`src/design/array_stack_with_search_assert.svh`:
```
// assertion macros for the array stack with search
// no dependencies; included by the top level
`ifndef ARRAY_STACK_WITH_SEARCH_ASSERT_SVH
`define ARRAY_STACK_WITH_SEARCH_ASSERT_SVH
`ifndef SYNTHESIS
`define STK_ASSERT_SAME(lbl, clk, rst_n, pre, post, msg) \
  lbl: assert property (@(posedge clk) disable iff (!rst_n) (pre) |-> (post)) \
    else $error(msg);
`define STK_ASSERT_NEXT(lbl, clk, rst_n, pre, post, msg) \
  lbl: assert property (@(posedge clk) disable iff (!rst_n) (pre) |=> (post)) \
    else $error(msg);
`else
`define STK_ASSERT_SAME(lbl, clk, rst_n, pre, post, msg)
`define STK_ASSERT_NEXT(lbl, clk, rst_n, pre, post, msg)
`endif
`endif

```
`src/design/stksrch_pkg.sv`:
```
// shared types and constants for the array stack with search
// no dependencies
package stksrch_pkg;

  localparam int DEPTH  = 128;
  localparam int WORD_W = 32;
  localparam int POS_W  = 7;
  localparam int CAP_W  = 8;
  localparam int FILL_W = $clog2(DEPTH + 1);
  localparam int IDX_W  = $clog2(DEPTH);
  localparam int CMP_W  = (FILL_W > POS_W) ? FILL_W : POS_W;
  localparam int LIM_W  = (FILL_W > CAP_W) ? FILL_W : CAP_W;

  localparam logic [2:0] CMD_PUSH   = 3'd0;
  localparam logic [2:0] CMD_POP    = 3'd1;
  localparam logic [2:0] CMD_PEEK   = 3'd2;
  localparam logic [2:0] CMD_READ   = 3'd3;
  localparam logic [2:0] CMD_WRITE  = 3'd4;
  localparam logic [2:0] CMD_SEARCH = 3'd5;

  localparam logic [1:0] ST_OK        = 2'd0;
  localparam logic [1:0] ST_OVERFLOW  = 2'd1;
  localparam logic [1:0] ST_UNDERFLOW = 2'd2;
  localparam logic [1:0] ST_BADPOS    = 2'd3;

  typedef enum logic [1:0] {
    CELL_HOLD,
    CELL_PUSH,
    CELL_SHIFT
  } cell_op_t;

  typedef struct packed {
    logic [2:0]               cmd;
    logic signed [WORD_W-1:0] value;
    logic [POS_W-1:0]         position;
  } in_item_t;

  typedef struct packed {
    logic signed [WORD_W-1:0] data;
    logic [1:0]               status;
    logic [7:0]               match_count;
    logic [7:0]               occupancy;
  } out_item_t;

endpackage

```
`src/design/stksrch_cell.sv`:
```
// one stack cell: holds one word, loads from the lower or upper neighbor
// depends on stksrch_pkg
module stksrch_cell
  import stksrch_pkg::*;
(
  input  logic              clk,
  input  cell_op_t          op,
  input  logic [WORD_W-1:0] from_lo,
  input  logic [WORD_W-1:0] from_hi,
  output logic [WORD_W-1:0] q
);

  logic [WORD_W-1:0] q_r;

  always_ff @(posedge clk) begin
    case (op)
      CELL_PUSH:  q_r <= from_lo;
      CELL_SHIFT: q_r <= from_hi;
      default:    q_r <= q_r;
    endcase
  end

  assign q = q_r;

endmodule

```
`config.mk`:
```
export PLATFORM = sky130hd
export DESIGN_NAME = stksrch_cell
export DESIGN_NICKNAME = d
export VERILOG_FILES = /design/src/design/array_stack_with_search_assert.svh /design/src/design/stksrch_pkg.sv /design/src/design/stksrch_cell.sv
export SDC_FILE = /design/constraint.sdc
export NUM_CORES = 1
export LEC_CHECK = 0
export BUFFER_PORTS_ARGS = -buffer_cell sky130_fd_sc_hd__buf_2
export CAP_MARGIN = 0
export CORE_MARGIN = 2
export CORE_UTILIZATION = 42
export DETAILED_ROUTE_END_ITERATION = 8
export PLACE_DENSITY_LB_ADDON = 0.1
export SLEW_MARGIN = 20
export SYNTH_ARGS = -nofsm -noshare
export SYNTH_HDL_FRONTEND = slang
export SYNTH_SLANG_ARGS = --single-unit
```
`constraint.sdc`:
```
create_clock -name clk -period 1.6 [get_ports clk]
set_clock_uncertainty 0.05 [all_clocks]
set_input_delay 0.08 -clock clk [delete_from_list [all_inputs] [get_ports clk]]
set_output_delay 0.08 -clock clk [all_outputs]
set_load 0.005 [all_outputs]
```
# Yosys cells after proc, flatten, opt, wreduce, memory -nomap -nowiden
# Cells that the tools add are included.
# W data, S select, Z words.
dict set report totals {
  register_bits 32
  inputBits 67
  output_inout_bits 32
  wordCells 5
}
dict set report classes {
  eq_ne 2
  mux 1
  reduce_logical 1
}
# cell count
set ops {}
lappend ops {{$pmux W32 S2} 1}
lappend ops {{$eq A2 B1 Y1 const B} 1}
lappend ops {{$eq A2 B2 Y1 const B} 1}
lappend ops {{$reduce_bool A2 Y1} 1}

# Logic depth before layout (Yosys ltp)
dict set report logic_depth {
  depth_word 2
  ltp_mapped 5
  mapped_depth_nobuf 3
}

# Worst setup path after synthesis
# OpenSTA, ideal clock, no wires.
dict set report synth_timing {
  kind {input -> register}
  from {input port op[0]}
  to {register q_r[0] (netlist: q[0]) (enable)}
  setup_time_ns 0.387
  arrival_time_ns 1.018
  required_ns 1.163
  setup_slack_ns 0.145
  stages 3
  n_path_buf 0
  cell_sequence {inv_1 ha_1 inv_1}
}
dict set report synth_via {
  elab_chain_len 2
  word_cells_on_any_way 3
  classes_between {eq/ne (2); reduce/logical (1)}
}
# element line_no
set synth_rtl {}
lappend synth_rtl {{from (decl)} stksrch_cell.sv:7} ;# input cell_op_t op,
lappend synth_rtl {{$eq A2 B2 Y1 / $eq A2 B1 Y1 (equally long branches)} stksrch_cell.sv:16} ;# case (op)
lappend synth_rtl {{$reduce_bool A2 Y1 (no source line) *} --}
lappend synth_rtl {{to (signal assigned)} stksrch_cell.sv:17} ;# CELL_PUSH: q_r <= from_lo;
lappend synth_rtl {{to (signal assigned)} stksrch_cell.sv:18} ;# CELL_SHIFT: q_r <= from_hi;
lappend synth_rtl {{to (signal assigned)} stksrch_cell.sv:19} ;# default: q_r <= q_r;
lappend synth_rtl {{to (decl)} stksrch_cell.sv:13} ;# logic [WORD_W-1:0] q_r;
# Mark *: on every way between the ends. The rest lies on a longest branch, timed or not.
# A chain may end at the register's enable or synchronous reset.

# Worst setup path after layout
dict set report layout_timing {
  from {input port from_hi[5]}
  to {register q_r[5] (netlist: q[5]), data pin}
}
dict set report layout_via {
  elab_chain_len 1
}
# element line_no
set layout_rtl {}
lappend layout_rtl {{from (decl)} stksrch_cell.sv:9} ;# input logic [WORD_W-1:0] from_hi,
lappend layout_rtl {{$pmux W32 S2} stksrch_cell.sv:16}
# Every way passes these cells.

==> summary.txt <==
Yosys
  • Synth Area in Adders: 0.008203
  • Area of the mapped netlist: 0.001525 mm²
  • Top cells by area, synth: edfxtp_1, mux2_4, buf_12
  • Most numerous cell in the Yosys netlist: edfxtp_1
  • Largest family of logic cells by synthesized area: multiplexers
  • Synth Area in Compound Gates: 0
  • #FFs+latches synth: 32
  • Synth cell types: 7
  • YS warnings: 0
  • Seq/Total Area, Yosys: 0.6300
  • EDFF count, synth: 32
  • Post-synth top area share: 0.6300
  • Async SR Flop Fraction: 0
  • Cells after synthesis: 71
  • Post-synthesis mux area share: 0.3101
  • XOR/XNOR share of the synthesized area: 0
  • Simple-Gate Fraction of Synth Area: 0
  • Syn nets: 139
  • Ys flop type: edfxtp_1
  • Syn avg cell area: 21.48 µm²
  • Yosys top cell by area: edfxtp_1
  • Top cells by count, synth: edfxtp_1, mux2_4, buf_12

Place
  • Area after DPL: 0.002064 mm²
  • DP Worst Slack: 0.2899 ns
  • IO Port Bufs: 98
  • Gpl congestion: 0.7200
  • HPWL after DPL: 2149 µm

Global routing
  • M3 GR Usage: 0.04754
  • GR Util met2: 0.2422
  • Pin count of the biggest net entering global routing: 33
  • Vias in the first global route: 969
  • Global-route wire length before repair: 4077 µm
  • Tot GR Track Use: 0.1347
  • GRT busiest layer: met2
  • Grt ovf: 0
  • GR Util met1: 0.1350
  • Antenna violations before repair: 0

STA
  • Final Critical Period: 1.529 ns
  • Endpoints failing setup: 0
  • Fmax: 654.2 MHz
  • Fin. Hold Viols: 0
  • Worst slew pin tran: 0.1711 ns
  • Slew headroom: 0.8859
  • Final Max Tran Viols: 0
  • RSZ-0062 raised after global routing: false
  • Setup ws final: 0.07138 ns
  • Final setup TNS: 0 ns
  • Fin crit share: 0.9554

Detailed routing
  • Routed vias: 1075
  • Wire per inst: 12.55 µm
  • DRT Wirelength: 3088 µm
  • 1st-iter DRT viols: 39
  • Drt pass-1 iters: 4
  • Via density: 4.370
  • DR DRC count: 0
  • Final antenna-violating net count: 0

Clock tree
  • Root buffer cell: clkbuf_4
  • Total clock sinks: 32
  • CTS resizes: 0
  • Setup bufs post-CTS: 0
  • CTS max path bufs: 2
  • Clock-pin slew on the worst setup and hold paths: 0.09 ns
  • TritonCTS Buffers: 5
  • CTS tree: yes
  • Htree depth: 2
  • CTS Hold Bufs: 4

Status
  • Status: completed

Finish
  • # nets final: 268
  • Number of diodes: 0
  • Final Util: 0.6912
  • Final instance area: 0.002361 mm²
  • Layout cell share with drive strength beyond 1: 0.7000
  • Flip-flop and latch area: 960.9 µm²
  • Max reg flops: 32
  • Multi-input gate area: 488.0 µm²
  • Layout fillers: 255
  • Area grow syn2layout: 54.80%

Setup path
  • Highest net fanout along the worst path: 1
  • Worst EP required: 1.61 ns
  • Critical path endpoint category: register
  • Crit path DAT: 1.54 ns
  • WS Path Type: input port to register
  • CP Launch Type: input port

Power
  • Net switching power: 0.0004303 W
  • Internal power: 0.001516 W
  • Clk pwr share: 0.208
  • PwrDens: 824.1 mW/mm²
  • Total power: 0.001946 W
  • Power share of the combinational group: 0.230
  • Max VDD drop: 590.5 µV
  • Flop pwr share: 0.562
  • Sw frac: 0.2211
  • Static Leak: 1.107 nW

Floorplanning
  • Die outline width: 64.26 µm
  • Chip Height: 64.26 µm
  • Row cnt: 21
  • Starting Density: 0.4465
  • Die area: 0.004129 mm²
  • I/O pins: 99
  • Core Box Area: 0.003416 mm²

Min path
  • Hold Path Stages: 2
  • Worst Hold Class: input port to register

Job
  • Max cap viols: 0
==> area by class of cell <==
| cell class | count | area share |
|---|---|---|
| Clock buffer | 6 | 0.01749 |
| Clock inverter | 1 | 0.002120 |
| Inverter | 2 | 0.003180 |
| Multi-Input combinational cell | 33 | 0.2067 |
| Sequential cell | 32 | 0.4070 |
| Tap cell | 46 | 0.02438 |
| Timing Repair Buffer | 126 | 0.3392 |
==> through the flow <==
stage               hold WS, ns  instances
floorplan                0.2475         71
global placement         0.3294        214
detailed placement       0.3330        214
CTS                  0.00003444        225
global route          -0.005770        246
finish                  0.01436        246
==> worst max-delay path, stage by stage <==
cell	delay, ns
dlygate4sd3_1	0.54
buf_2	0.12
mux2_4	0.25
dlygate4sd3_1	0.56
==> power groups by stage <==
stage	Combinational, W	Sequential [W]	Clock [W]
final	0.000447	0.00109	0.000405
after global routing	0.000486	0.00110	0.000458
after CTS	0.000406	0.00110	0.000422
after detailed placement	0.000396	0.00111	0
after global placement	0.000392	0.00111	0
after floorplan	0.000163	0.00113	0
==> metal layers <==
layer  vias to the layer above  wire, µm
met5                         -         0
met4                         0        40
met3                         4       256
met2                        54      1683
met1                       485      1108
li1                        532         -
==> path summary, 6_finish.rpt <==
| path | from | endpoint | slack (ns) |
|---|---|---|---|
| worst min-delay path | from_lo[8] | q[8]$_DFFE_PP_ | 0.01 |
| worst max-delay path | from_hi[5] | q[5]$_DFFE_PP_ | 0.07 |
==> cells in the final DEF, fill, tap and decap left out <==
master | synthesis | final
mux2_2 | 2 | 2
clkbuf_4 | 0 | 5
ha_2 | 0 | 1
edfxtp_1 | 32 | 32
clkinv_2 | 0 | 1
inv_1 | 2 | 2
clkbuf_1 | 0 | 1
buf_12 | 3 | 3
dlygate4sd3_1 | 0 | 25
mux2_4 | 30 | 30
buf_2 | 0 | 98
==> logic make-up (layout without fill, tap and decap cells) <==
kind of cell  Yosys count  count (layout)
flops                  32              32
fa+ha+maj               1               1
buf+inv                 6             135
mux                    32              32
Note: power is estimated with default switching activity, not from simulation.
