===== config.mk =====
export PLATFORM = sky130hd
export DESIGN_NAME = stksrch_ctl
export DESIGN_NICKNAME = d
export VERILOG_FILES = /design/src/design/array_stack_with_search_assert.svh /design/src/design/stksrch_pkg.sv /design/src/design/stksrch_ctl.sv
export SDC_FILE = /design/constraint.sdc
export NUM_CORES = 1
export LEC_CHECK = 0
export BUFFER_PORTS_ARGS = -buffer_cell sky130_fd_sc_hd__buf_2
export CELL_PAD_IN_SITES_DETAIL_PLACEMENT = 1
export CELL_PAD_IN_SITES_GLOBAL_PLACEMENT = 1
export CORE_MARGIN = 3
export CORE_UTILIZATION = 48
export CTS_CLUSTER_SIZE = 10
export DETAILED_ROUTE_END_ITERATION = 7
export PLACE_DENSITY_LB_ADDON = 0.05
export SLEW_MARGIN = 10
export SYNTH_ARGS = -nofsm -noshare
export SYNTH_HDL_FRONTEND = slang
export SYNTH_SLANG_ARGS = --single-unit

===== constraint.sdc =====
create_clock -name clk -period 9.7 [get_ports clk]
set_input_delay 0.97 -clock clk [delete_from_list [all_inputs] [get_ports clk]]
set_output_delay 0.97 -clock clk [all_outputs]
set_load 0.03 [all_outputs]

===== src/design/array_stack_with_search_assert.svh =====
// assertion macros for the array stack with search
// no dependencies; included by the top level
`ifndef ARRAY_STACK_WITH_SEARCH_ASSERT_SVH
`define ARRAY_STACK_WITH_SEARCH_ASSERT_SVH
`ifndef SYNTHESIS
`define STK_ASSERT_SAME(lbl, clk, rst_n, pre, post, msg) \
  lbl: assert property (@(posedge clk) disable iff (!rst_n) (pre) |-> (post)) \
    else $error(msg);
`define STK_ASSERT_NEXT(lbl, clk, rst_n, pre, post, msg) \
  lbl: assert property (@(posedge clk) disable iff (!rst_n) (pre) |=> (post)) \
    else $error(msg);
`else
`define STK_ASSERT_SAME(lbl, clk, rst_n, pre, post, msg)
`define STK_ASSERT_NEXT(lbl, clk, rst_n, pre, post, msg)
`endif
`endif


===== src/design/stksrch_pkg.sv =====
// shared types and constants for the array stack with search
// no dependencies
package stksrch_pkg;

  localparam int DEPTH  = 128;
  localparam int WORD_W = 32;
  localparam int POS_W  = 7;
  localparam int CAP_W  = 8;
  localparam int FILL_W = $clog2(DEPTH + 1);
  localparam int IDX_W  = $clog2(DEPTH);
  localparam int CMP_W  = (FILL_W > POS_W) ? FILL_W : POS_W;
  localparam int LIM_W  = (FILL_W > CAP_W) ? FILL_W : CAP_W;

  localparam logic [2:0] CMD_PUSH   = 3'd0;
  localparam logic [2:0] CMD_POP    = 3'd1;
  localparam logic [2:0] CMD_PEEK   = 3'd2;
  localparam logic [2:0] CMD_READ   = 3'd3;
  localparam logic [2:0] CMD_WRITE  = 3'd4;
  localparam logic [2:0] CMD_SEARCH = 3'd5;

  localparam logic [1:0] ST_OK        = 2'd0;
  localparam logic [1:0] ST_OVERFLOW  = 2'd1;
  localparam logic [1:0] ST_UNDERFLOW = 2'd2;
  localparam logic [1:0] ST_BADPOS    = 2'd3;

  typedef enum logic [1:0] {
    CELL_HOLD,
    CELL_PUSH,
    CELL_SHIFT
  } cell_op_t;

  typedef struct packed {
    logic [2:0]               cmd;
    logic signed [WORD_W-1:0] value;
    logic [POS_W-1:0]         position;
  } in_item_t;

  typedef struct packed {
    logic signed [WORD_W-1:0] data;
    logic [1:0]               status;
    logic [7:0]               match_count;
    logic [7:0]               occupancy;
  } out_item_t;

endpackage


===== src/design/stksrch_ctl.sv =====
// command sequencer: fill level, ring scan, two-slot result queue
// depends on stksrch_pkg
module stksrch_ctl
  import stksrch_pkg::*;
(
  input  logic              clk,
  input  logic              rst_n,
  input  logic              in_valid,
  output logic              in_ready,
  input  in_item_t          in_item,
  output logic              out_valid,
  input  logic              out_ready,
  output out_item_t         out_item,
  input  logic [CAP_W-1:0]  capacity,
  input  logic [WORD_W-1:0] top_word,
  output cell_op_t          cell_op,
  output logic [WORD_W-1:0] push_word,
  output logic [WORD_W-1:0] fb_word
);

  typedef enum logic {S_IDLE, S_SCAN} state_t;

  state_t            state_r, state_nxt;
  logic [FILL_W-1:0] fill_r, fill_nxt;
  logic [IDX_W-1:0]  t_r, t_nxt;
  logic [IDX_W-1:0]  tgt_r, tgt_nxt;
  logic [WORD_W-1:0] key_r, key_nxt;
  logic [2:0]        cmd_r, cmd_nxt;
  logic [7:0]        cnt_r, cnt_nxt;
  out_item_t         slot0_r, slot0_nxt, slot1_r, slot1_nxt;
  logic [1:0]        ocnt_r, ocnt_nxt;

  logic              acc, deq, enq, start_scan, empty, pos_bad, full;
  logic              live, hit, last;
  logic [LIM_W-1:0]  lim;
  out_item_t         enq_item;

  assign in_ready  = (state_r == S_IDLE) && (ocnt_r != 2'd2);
  assign acc       = in_valid && in_ready;
  assign out_valid = (ocnt_r != 2'd0);
  assign out_item  = slot0_r;
  assign deq       = out_valid && out_ready;
  assign push_word = in_item.value;

  assign empty   = (fill_r == '0);
  assign pos_bad = CMP_W'(in_item.position) >= CMP_W'(fill_r);
  assign lim     = (LIM_W'(capacity) < LIM_W'(DEPTH)) ? LIM_W'(capacity) : LIM_W'(DEPTH);
  assign full    = LIM_W'(fill_r) >= lim;

  // ring scan bookkeeping
  assign live = CMP_W'(t_r) < CMP_W'(fill_r);
  assign hit  = (t_r == tgt_r);
  assign last = (t_r == IDX_W'(DEPTH - 1));

  always_comb begin
    state_nxt  = state_r;
    fill_nxt   = fill_r;
    t_nxt      = t_r;
    tgt_nxt    = tgt_r;
    key_nxt    = key_r;
    cmd_nxt    = cmd_r;
    cnt_nxt    = cnt_r;
    cell_op    = CELL_HOLD;
    fb_word    = top_word;
    start_scan = 1'b0;
    enq        = 1'b0;
    enq_item   = '0;

    if (state_r == S_IDLE) begin
      if (acc) begin
        enq = 1'b1;
        case (in_item.cmd)
          CMD_PUSH: begin
            if (full) begin
              enq_item.status = ST_OVERFLOW;
            end else begin
              cell_op  = CELL_PUSH;
              fill_nxt = fill_r + FILL_W'(1);
            end
          end
          CMD_POP: begin
            if (empty) begin
              enq_item.status = ST_UNDERFLOW;
            end else begin
              cell_op       = CELL_SHIFT;
              fill_nxt      = fill_r - FILL_W'(1);
              enq_item.data = top_word;
            end
          end
          CMD_PEEK: begin
            if (empty) enq_item.status = ST_UNDERFLOW;
            else       enq_item.data   = top_word;
          end
          CMD_READ, CMD_WRITE: begin
            if (empty)        enq_item.status = ST_UNDERFLOW;
            else if (pos_bad) enq_item.status = ST_BADPOS;
            else              start_scan      = 1'b1;
          end
          CMD_SEARCH: begin
            if (empty) enq_item.status = ST_UNDERFLOW;
            else       start_scan      = 1'b1;
          end
          default: ;
        endcase
        enq_item.occupancy = 8'(fill_nxt);
        if (start_scan) begin
          enq       = 1'b0;
          state_nxt = S_SCAN;
          t_nxt     = '0;
          cnt_nxt   = '0;
          key_nxt   = in_item.value;
          cmd_nxt   = in_item.cmd;
          tgt_nxt   = IDX_W'(CMP_W'(fill_r) - CMP_W'(1) - CMP_W'(in_item.position));
        end
      end
    end else begin
      // rotate the whole row once; cell 0 shows entry fill-1-t at step t
      cell_op = CELL_SHIFT;
      if (cmd_r == CMD_WRITE && hit) fb_word = key_r;
      if (cmd_r == CMD_SEARCH && live && top_word == key_r) cnt_nxt = cnt_r + 8'd1;
      // a read keeps the captured word in the key register until the end
      if (cmd_r == CMD_READ && hit) key_nxt = top_word;
      t_nxt = t_r + IDX_W'(1);
      if (last) begin
        enq = 1'b1;
        if (cmd_r == CMD_READ) enq_item.data = key_nxt;
        enq_item.match_count = cnt_nxt;
        enq_item.occupancy   = 8'(fill_r);
        state_nxt            = S_IDLE;
      end
    end
  end

  // two-slot result queue, slot 0 faces the port
  always_comb begin
    slot0_nxt = slot0_r;
    slot1_nxt = slot1_r;
    ocnt_nxt  = ocnt_r;
    if (enq && deq) begin
      if (ocnt_r == 2'd1) begin
        slot0_nxt = enq_item;
      end else begin
        slot0_nxt = slot1_r;
        slot1_nxt = enq_item;
      end
    end else if (enq) begin
      if (ocnt_r == 2'd0) slot0_nxt = enq_item;
      else                slot1_nxt = enq_item;
      ocnt_nxt = ocnt_r + 2'd1;
    end else if (deq) begin
      slot0_nxt = slot1_r;
      ocnt_nxt  = ocnt_r - 2'd1;
    end
  end

  always_ff @(posedge clk) begin
    if (!rst_n) begin
      state_r <= S_IDLE;
      fill_r  <= '0;
      ocnt_r  <= '0;
    end else begin
      state_r <= state_nxt;
      fill_r  <= fill_nxt;
      ocnt_r  <= ocnt_nxt;
    end
    t_r     <= t_nxt;
    tgt_r   <= tgt_nxt;
    key_r   <= key_nxt;
    cmd_r   <= cmd_nxt;
    cnt_r   <= cnt_nxt;
    slot0_r <= slot0_nxt;
    slot1_r <= slot1_nxt;
  end

endmodule


* After elaboration in Yosys (flattened, before gate mapping)
Cells that the tools add are included.
W data, S select, Z words.
** Operators by class
- Add/subtract/negate cells :: 7
- Order comparisons :: 4
- Equality and inequality tests :: 16
- Mux-type cells :: 63
- Bitwise operators :: 2
- Reduce and logical (&&, ||, !) cells :: 26
** Operators with widths (number)
- $mux W50 :: 9
- $mux W32 :: 11
- $mux W8 :: 10
- $mux W34 :: 1
- $eq A32 B32 Y1 :: 1
- $mux W7 :: 3
- $mux W2 :: 9
- $add A8 B1 Y8 const B :: 2
- $mux W16 :: 1
- $pmux W8 S2 :: 1
- $mux W1 :: 15
- $eq A3 B3 Y1 const B :: 4
- $reduce_bool A2 Y1 :: 5
- $eq A3 B2 Y1 const B :: 3
- $ge A7 B8 Y1 :: 1
- $ge A8 B8 Y1 :: 1
- $logic_and A1 B1 Y1 :: 8
- $logic_not A8 Y1 :: 1
- $lt A7 B8 Y1 :: 1
- $lt A8 B8 Y1 const B :: 1
- $reduce_and A2 Y1 :: 4
- $sub A8 B1 Y8 const B :: 1
- $add A7 B1 Y7 const B :: 1
- $eq A7 B7 Y1 :: 1
- 18 further kinds :: 23
** Word-level totals
- Register bits after elaboration :: 168
- Input port bits :: 86

* Longest topological paths before layout
- Depth in word-level cells :: 12
- Gate-level depth with buffers :: 15
- Gate-level depth less buffers :: 13

* Least setup slack after synthesis
OpenSTA, ideal clock, no wires.
- Kind :: input to register
- Start point :: in in_item[0] (netlist name)
- End point :: reg slot1_r[0] (netlist name) (enable)
- Library setup time :: 413 ps
- Arrival :: 3999 ps
- Slack :: 5288 ps
- Cell stages on the path :: 10
- Buffers on the path :: 0
- Cell sequence :: inv_1 > ha_1 > nand2b_1 > a2111oi_0 > nor4_1 > o2bb2ai_1 > a31oi_1 > ha_1 > o21ai_0 > and2_1
** Between the ends
- Longest elaborated chain between the ends :: 12
** Ends and longest elaborated chain
- start, declared :: line stksrch_ctl.sv:10 : input in_item_t in_item,
- $ge A7 B8 Y1 * :: line stksrch_ctl.sv:46 : assign pos_bad = CMP_W'(in_item.position) >= CMP_W'(fill_r);
- $mux W1 * :: line stksrch_ctl.sv:96 : else if (pos_bad) enq_item.status = ST_BADPOS;
- $mux W1 * :: line stksrch_ctl.sv:95 : if (empty) enq_item.status = ST_UNDERFLOW;
- $pmux W1 S2 * :: line stksrch_ctl.sv:72 : case (in_item.cmd)
- $mux W1 * :: line stksrch_ctl.sv:70 : if (acc) begin
- $mux W1 * :: line stksrch_ctl.sv:69 : if (state_r == S_IDLE) begin
- $mux W1 * :: line stksrch_ctl.sv:106 : if (start_scan) begin
- $mux W1 * :: line stksrch_ctl.sv:70
- $mux W1 * :: line stksrch_ctl.sv:69
- $logic_and A1 B1 Y1 :: line stksrch_ctl.sv:139 : if (enq && deq) begin
- $ne A2 B2 Y1 (no source line) / $reduce_bool A2 Y1 (equally long branches)
- $reduce_and A3 Y1 (no source line) *
- end signal, assigned :: line stksrch_ctl.sv:172 : slot1_r <= slot1_nxt;
- end, declared :: line stksrch_ctl.sv:30 : out_item_t slot0_r, slot0_nxt, slot1_r, slot1_nxt;
Every way passes the cells marked *; elsewhere a longest branch is shown, timed or not. The select of a mux whose other input is x is not followed.
A chain may end at the register's enable or synchronous reset.

==> impl_metrics.py <==
metrics = {
    "grt": {
        "grt_max_degree": 56,
        "track_usage": 0.242,
        "grt-ovfl-total": 0,
        "grt_pass1_vias": 7568,
        "grt_pass1_wl_um": 42200,
        "grt_antenna_before_repair": 0,
    },
    "timing": {
        "tightest_slew_ns": 1.07,
        "setup_violations": 0,
        "whs_ns": 0.549,
        "setup_ws_ns": 4.68,
        "period_minus_slack_ns": 5.02,
        "max_freq_mhz": 199,
        "max-slew-margin-rel": 0.281,
        "hold_viol_final": 0,
        "rsz0062_at_grt": "no",
        "slew_viol_final": 0,
        "final.setup_skew_ns": 0.0102,
        "fin_tns_setup_ns": 0,
        "finalCritPeriodShare": 0.518,
    },
    "finish": {
        "multi_input_comb_area_um2": 4570,
        "final_net_count": 1139,
        "area_growth_pct": 14.9,
        "design_area_um2": 11600,
        "fillers": 2218,
        "regArea_um2": 4940,
        "drive_above_1_share": 0.325,
        "n_antenna_cell": 0,
    },
    "detailed_routing": {
        "met2_wirelength_um": 13200,
        "viasPerCell": 5.66,
        "drt-initial-drc-count": 360,
        "vias": 7354,
        "route.top_layer_used": "met4",
        "wl_met3_um": 1360,
        "antenna_left": 0,
        "met1Wirelength_um": 12900,
        "wl_um": 27800,
        "drc_errors": 0,
        "wl_per_cell_um": 21.4,
        "drt_pass1_iterations": 5,
    },
    "yosys": {
        "synth_top_cell_area_share": 0.467,
        "netlist_area_um2": 10100,
        "synthArstFlopShare": 0,
        "synth_common_cells": "157 x edfxtp_1, 70 x nor2_1, 45 x a21oi_1, 42 x nand2_1, 37 x mux2_2",
        "synth_top_area_cell": "edfxtp_1",
        "ys_ff_latch": 168,
        "synth-edff-count": 157,
        "yosysWarnings": 0,
        "synth_flop_cell": "edfxtp_1",
        "synthCells": 856,
        "ys_top_cells_by_area": "edfxtp_1 47%, mux2_4 4.8%, ha_1 4.5%",
        "avgSynthCellArea_um2": 11.8,
        "yosysSeqAreaShare": 0.488,
        "synth_cell_types": 74,
        "synth.most_common_cell": "edfxtp_1",
        "syn_nets": 979,
    },
    "floorplan": {
        "io-pin-count": 204,
        "dieWidth_um": 151,
        "fp-row-count": 52,
        "initial_core_util": 0.494,
        "die_h_um": 151,
        "dieArea_um2": 22800,
        "core_um2": 20400,
    },
    "pwr": {
        "cellPowerDensity_nw_per_um2": 239,
        "leakage_nw": 4.56,
        "total_power_mw": 2.78,
        "vdd_drop_max_v": 0.000118,
    },
    "worst_setup_path": {
        "worst_path_largest_cell_delay_ns": 0.67,
        "cpMostUsedCell": "ha_1",
        "crit_type": "flip-flop to flip-flop",
        "cp_max_fo": 41,
        "cp.required_ns": 9.88,
        "critPathCaptureType": "flip-flop",
        "cpMaxStageDelayCell": "buf_4",
        "path_buf_inv": 2,
        "start_kind": "flip-flop",
        "critPathArrivalTime_ns": 5.20,
        "cpLargestDelayFamily": "compound AO/OA/AOI/OAI gates",
        "path_cells": "inv_1 > ha_1 > a21o_1 > a31o_2 > a311oi_2 > o2bb2ai_1 > a31oi_1 > ha_1 > nand2b_1 > o31ai_1 > a21oi_4 > buf_4 > mux2_2",
    },
    "placed_design": {
        "dp_slack_ns": 4.56,
        "hpwl_um": 20300,
        "portBuffers": 203,
        "gp_congestion": 0.851,
        "dpl-instance-area_um2": 11000,
    },
    "clocking": {
        "cts_made_buffers": 17,
        "cts_tree": "yes",
        "post-cts-setup-buffers": 0,
        "clock_path_buffers": 2,
        "cts_hold_buffers": 0,
        "clk-insertion-delay-late_ns": 0.43,
        "cts-root-buf": "clkbuf_16",
        "cts_resized": 0,
        "h-tree-depth": 4,
        "clock-sinks": 168,
        "clk_pin_slew_ns": 0.07,
    },
    "worst_hold_path": {
        "worstHoldPathType": "flip-flop to flip-flop",
    },
    "run_status": {
        "status": "completed",
    },
    "run": {
        "drv_cap": 0,
    },
}
## layout make-up
type	instances	area share
Clock buffer	17	0.0366
Clock inverter	15	0.0122
Inverter	30	0.00970
Multi-Input combinational cell	586	0.393
Sequential cell	168	0.425
Tap cell	270	0.0291
Timing Repair Buffer	213	0.0940
## cells in the final DEF (no fill, tap or decap), types with 5 or more instances in the layout
master / instances
a22o_1: 32
buf_2: 203
nand3_1: 10
nor4_1: 13
edfxtp_1: 157
a31oi_1: 8
clkbuf_16: 17
xnor2_1: 29
ha_1: 36
nor2b_1: 15
a211oi_1: 5
nor2_1: 70
a21oi_1: 45
buf_4: 10
o21ai_0: 14
mux2_2: 37
mux2i_1: 35
o22ai_1: 9
inv_1: 30
nand2_1: 42
and3_1: 6
mux2_4: 32
xor2_1: 35
nand4_1: 11
dfxtp_1: 10
a21o_1: 7
a21boi_0: 8
nor3_1: 9
and2_1: 9
## metrics by stage
stage | util | std cells
after floorplan | - | 856
after global placement | 0.541 | 1267
after detailed placement | 0.541 | 1267
after CTS | 0.568 | 1299
after global routing | 0.568 | 1299
final | 0.568 | 1299
## worst paths after layout
check,to,from,depth (start not counted),slack (ns)
setup / recovery,out_item[49],fill_r[2],13,4.68
hold / removal,out_item[4],slot1_r[4],1,0.55
setup reg to reg,out_item[49],fill_r[2],13,4.68
hold reg to reg,out_item[4],slot1_r[4],1,0.55
## sequential cells by signal, summed over array words and instances (netlist names)
register,count
out_item,50
fill_r,8
cmd_r,3
tgt_r,7
state_r,1
slot1_r,50
ocnt_r,2
cnt_r,8
key_r,32
t_r,7
## cell families after synthesis
kind of cell	Yosys count	synth area share
AND/OR/NAND/NOR	219	0.112
multiplexers	104	0.123
adder cells (fa/ha/maj)	37	0.0466
AO/OA/AOI/OAI	162	0.113
flip-flops	168	0.488
XOR/XNOR	64	0.0555
buffers and inverters	102	0.0611
## report_power, final
group | leakage [nW] | switching [mW] | internal (mW)
clock network | 0.272 | 0.303 | 0.359
logic | 2.71 | 0.663 | 0.324
registers | 1.58 | 0.0757 | 1.05
## layer usage
layer  vias to the layer above  track usage
met3                        18       0.0407
li1                       3470            -
met4                         0       0.0580
met5                         -            0
met1                      3649        0.340
met2                       217        0.395
Note: power is estimated with default switching activity, not from simulation.
